==> config.mk <==
export PLATFORM = sky130hd
export DESIGN_NAME = odah_front
export DESIGN_NICKNAME = d
export VERILOG_FILES = /design/src/design/odah_pkg.sv /design/src/design/odah_front.sv
export SDC_FILE = /design/constraint.sdc
export NUM_CORES = 1
export LEC_CHECK = 0
export BUFFER_PORTS_ARGS = -buffer_cell sky130_fd_sc_hd__clkbuf_2
export CAP_MARGIN = 25
export CORE_MARGIN = 4
export CORE_UTILIZATION = 47
export CTS_CLUSTER_DIAMETER = 30
export DETAILED_ROUTE_END_ITERATION = 10
export PLACE_DENSITY = 0.79
export SETUP_SLACK_MARGIN = 0.15
export SLEW_MARGIN = 20
export SYNTH_ARGS = -nofsm -noshare
export SYNTH_HDL_FRONTEND = slang
export SYNTH_SLANG_ARGS = --single-unit
==> constraint.sdc <==
create_clock -name clk_i -period 2.9 [get_ports clk_i]
set_input_delay 0.145 -clock clk_i [delete_from_list [all_inputs] [get_ports clk_i]]
set_output_delay 0.145 -clock clk_i [all_outputs]
set_load 0.05 [all_outputs]
==> src/design/odah_pkg.sv <==
// Shared types and constants for the outline distance and arch height block.
`default_nettype none
package odah_pkg;

  localparam int MAX_VERTICES_DEF = 256;
  localparam int QUEUE_DEPTH = 2;

  localparam logic [24:0] DIST_MAX = 25'h1FF_FFFF;

  // Input mode codes
  localparam logic [1:0] MODE_CLEAR  = 2'd0;
  localparam logic [1:0] MODE_APPEND = 2'd1;
  localparam logic [1:0] MODE_QUERY  = 2'd2;

  // Status codes
  localparam logic [1:0] ST_OK    = 2'd0;
  localparam logic [1:0] ST_FULL  = 2'd1;
  localparam logic [1:0] ST_NOSEG = 2'd2;

  // Configuration register indexes
  localparam logic REG_MAX_DIST  = 1'b0;
  localparam logic REG_ARCH_PEAK = 1'b1;

  typedef enum logic [1:0] {
    OP_CLEAR,
    OP_APPEND,
    OP_QUERY,
    OP_NONE
  } op_e;

  typedef struct packed {
    op_e                op;
    logic signed [23:0] x;
    logic signed [23:0] y;
    logic               close;
  } item_t;

endpackage
`default_nettype wire

==> src/design/odah_front.sv <==
// Front end: accepts requests, decodes the mode and queues them for the back end.
`default_nettype none
module odah_front (
  input  logic               clk_i,
  input  logic               rst_ni,
  input  logic               in_valid_i,
  output logic               in_ready_o,
  input  logic [1:0]         mode_i,
  input  logic signed [23:0] x_i,
  input  logic signed [23:0] y_i,
  input  logic               closes_contour_i,
  output logic               item_valid_o,
  output odah_pkg::item_t    item_o,
  input  logic               item_pop_i
);
  import odah_pkg::*;

  localparam int QAW = $clog2(QUEUE_DEPTH);
  localparam int QCW = $clog2(QUEUE_DEPTH + 1);

  item_t          fifo_q [QUEUE_DEPTH];
  logic [QAW-1:0] wr_ptr_q, rd_ptr_q;
  logic [QCW-1:0] count_q;
  item_t          item_in;
  logic           push;

  always_comb begin
    item_in.x     = x_i;
    item_in.y     = y_i;
    item_in.close = closes_contour_i;
    unique case (mode_i)
      MODE_CLEAR:  item_in.op = OP_CLEAR;
      MODE_APPEND: item_in.op = OP_APPEND;
      MODE_QUERY:  item_in.op = OP_QUERY;
      default:     item_in.op = OP_NONE;
    endcase
  end

  assign in_ready_o   = (count_q != QCW'(QUEUE_DEPTH));
  assign push         = in_valid_i && in_ready_o;
  assign item_valid_o = (count_q != '0);
  assign item_o       = fifo_q[rd_ptr_q];

  always_ff @(posedge clk_i) begin
    if (push) begin
      fifo_q[wr_ptr_q] <= item_in;
    end
  end

  always_ff @(posedge clk_i or negedge rst_ni) begin
    if (!rst_ni) begin
      wr_ptr_q <= '0;
      rd_ptr_q <= '0;
      count_q  <= '0;
    end else begin
      if (push) begin
        wr_ptr_q <= (wr_ptr_q == QAW'(QUEUE_DEPTH - 1)) ? '0 : QAW'(wr_ptr_q + 1'b1);
      end
      if (item_pop_i) begin
        rd_ptr_q <= (rd_ptr_q == QAW'(QUEUE_DEPTH - 1)) ? '0 : QAW'(rd_ptr_q + 1'b1);
      end
      if (push && !item_pop_i) begin
        count_q <= QCW'(count_q + 1'b1);
      end else if (!push && item_pop_i) begin
        count_q <= QCW'(count_q - 1'b1);
      end
    end
  end

endmodule
`default_nettype wire

==> impl_metrics.toml <==
[run_status]
outcome = "completed"

[hold_path]
min-delay-path-class = "in2async"

[clocking]
cts_buffers = 9
cts_tree = "done"
clk_latency_ps = 360
h-tree-depth = 3
cts_num_sinks = 106
postCtsSetupBuffers = 0
cts-root-buf = "clkbuf_8"
path_clk_slew_ps = 90
cts_max_path_buffers = 2

[synth]
synthArstFlopShare = 0.0377
yosys.cell_count.top_type = "edfxtp_1"
synth_ff_type = "edfxtp_1"
synth.top_cells.by_count = "edfxtp_1 (102), mux2_4 (49), buf_12 (5)"
syn_nets = 235
syn_area_sq_um = 4130
synthTopCellsByArea = "edfxtp_1 (74%), mux2_4 (18%), buf_12 (2.4%)"
yosysTopAreaCell = "edfxtp_1"
ys_types = 16
ys_seq_area_frac = 0.765
yosysTopAreaCellShare = 0.741
synthCells = 179
yosysWarnings = 0
synth_area_per_cell_sq_um = 23.1
synth-seq-cells = 106
synth_enable_flop_cells = 102

[placed_design]
portBuffers = 107
gp_congestion = 0.652
place_area_sq_um = 4730
dp_cells = 386
place_ws_ps = 1020
hpwl_um = 4280

[sta]
rsz0062_at_grt = "no"
finalClockSkew_ps = 5.99
fin_ws_ps = 654
fin_setup_tns_ps = 0
tightest_slew_ps = 968
fmax_mhz = 445
setup_viol = 0
hold_viol_final = 0
fin_crit_sh = 0.774
period_needed_ps = 2250
slew_viol_final = 0
relSlewSlack = 0.355

[floorplan]
start_util = 0.493
die_w_um = 102
io_pins = 108
die_h_um = 102
rows = 33
coreArea_sq_um = 8380
die-area_sq_um = 10400

[power]
sequentialPowerShare = 0.408
p_leak_nw = 2.25
pwr-share-clk = 0.153
cell_internal_pwr_mw = 3.40
p_sw_frac = 0.418
pwr-share-comb = 0.438
p_sw_mw = 2.44
power.density_nw_per_um2 = 1070
ir_drop_v = 0.000580

[setup_path]
r2r_start = "count_q[0]$_DFFE_PN0P_"
crit_end = "item_o[38]"
startpoint_type = "register"
cp-end-kind = "output pin"
crit_required_ps = 2760
rrSetupSlack_ps = 1100
r2r-end = "fifo_q[1][23]$_DFFE_PP_"
worstSetupPathType = "reg2out"
setup.worst_path.start = "rd_ptr_q$_DFFE_PN0P_"
ff2ff_path_depth = 3
cp_data_arrival_time_ps = 2100
path_max_fanout = 52

[grt]
grt_antenna_before_repair = 0
grt_max_degree = 53
grt_pass1_wl_um = 10900
grt_overflow = 0
grt_pass1_vias = 2323
grt_usage = 0.144

[detailed_routing]
avgViaCountPerCell = 4.75
dr.pass1.iters = 4
drt_iter0_markers = 58
drc_errors = 0
routed_wirelength_um = 7110
wl_per_cell_um = 15.6
vias = 2159
drtAntennaViolNets = 0

[layout]
finalNonFillerCells = 455
nets = 401
layout-drive-gt1-share = 0.517
antenna_cells = 0
area_growth_syn_to_layout_pct = 32.1
final_area_sq_um = 5460

[flow_run]
cap_violations = 0
==> through the flow <==
stage                     power, mW   util  hold slack (ps)
after floorplan                4.58      -             -151
after global placement         4.92  0.564            -46.9
after detailed placement       4.95  0.564            -43.8
after CTS                      5.91  0.651             98.5
after global routing           6.11  0.651              119
final                          5.84  0.651              120
==> power by group through the flow <==
stage / combinational (mW) / sequential [mW] / clock, mW
after global routing: 2.67 / 2.43 / 1.00
after detailed placement: 2.52 / 2.43 / 0
final: 2.56 / 2.38 / 0.896
after CTS: 2.58 / 2.39 / 0.927
after global placement: 2.51 / 2.41 / 0
after floorplan: 2.37 / 2.21 / 0
==> state kept, by name, summed over array words and instances, names as in the netlist <==
name,count
count_q,2
fifo_q,102
rd_ptr_q,1
wr_ptr_q,1
==> routing by layer <==
metal  up-vias  track usage  routed length (um)
li1       1022            -                   -
met3        12       0.0427                 481
met1      1048        0.144                2640
met4         0       0.0675                 112
met5         -            0                   0
met2        77        0.269                3880
==> final cells by class <==
| type | instances | area, sq um |
|---|---|---|
| flip-flops and latches | 106 | 3170 |
| fillers | 589 | 2920 |
| repair buffers | 163 | 1100 |
| multi-input cells | 63 | 853 |
| well taps | 105 | 131 |
| clock buffers | 9 | 124 |
| clock inverters | 7 | 75.1 |
| inverters | 2 | 7.51 |
==> layout by cell type (no fill, tap or decap) <==
master	synthesis	final
and3_2	0	1
buf_12	5	1
buf_4	0	2
bufinv_16	0	1
clkbuf_2	0	107
clkbuf_8	0	9
clkinv_2	0	2
dfrtp_1	4	3
dfrtp_4	0	1
dlygate4sd3_1	0	53
edfxtp_1	102	102
ha_1	1	1
inv_1	2	2
inv_6	0	4
mux2_2	2	2
mux2_4	49	49
nand2_1	1	1
nand2b_1	1	1
nor2_1	2	1
nor2_4	0	1
or2_2	1	1
xnor2_1	2	2
xor2_1	3	3
==> timing repair <==
action	CTS	global route
endpoints found under the hold margin	107	0
setup endpoints to repair	0	0
hold buffers	53	0
gates resized for setup	0	0
==> critical path, stage by stage, from the launching register on <==
cell and delay, ps:
dfrtp_4 1070, mux2_2 420, clkbuf_2 240
==> worst min path at each step <==
stage | slack, ps | to
CTS | 100 | rd_ptr_q$_DFFE_PN0P_
global route | 120 | rd_ptr_q$_DFFE_PN0P_
detailed placement | -40 | count_q[1]$_DFFE_PN0P_
floorplan | -150 | count_q[0]$_DFFE_PN0P_
global placement | -50 | count_q[1]$_DFFE_PN0P_
finish | 120 | rd_ptr_q$_DFFE_PN0P_
==> cell families after synthesis <==
family | Yosys count | share of synthesized area
adder cells (fa/ha/maj) | 1 | 0.00303
AND/OR/NAND/NOR | 6 | 0.00727
XOR/XNOR | 5 | 0.0106
flip-flops | 106 | 0.765
multiplexers | 51 | 0.183
buffers and inverters | 10 | 0.0306
Power figures use the tool's default switching activity.
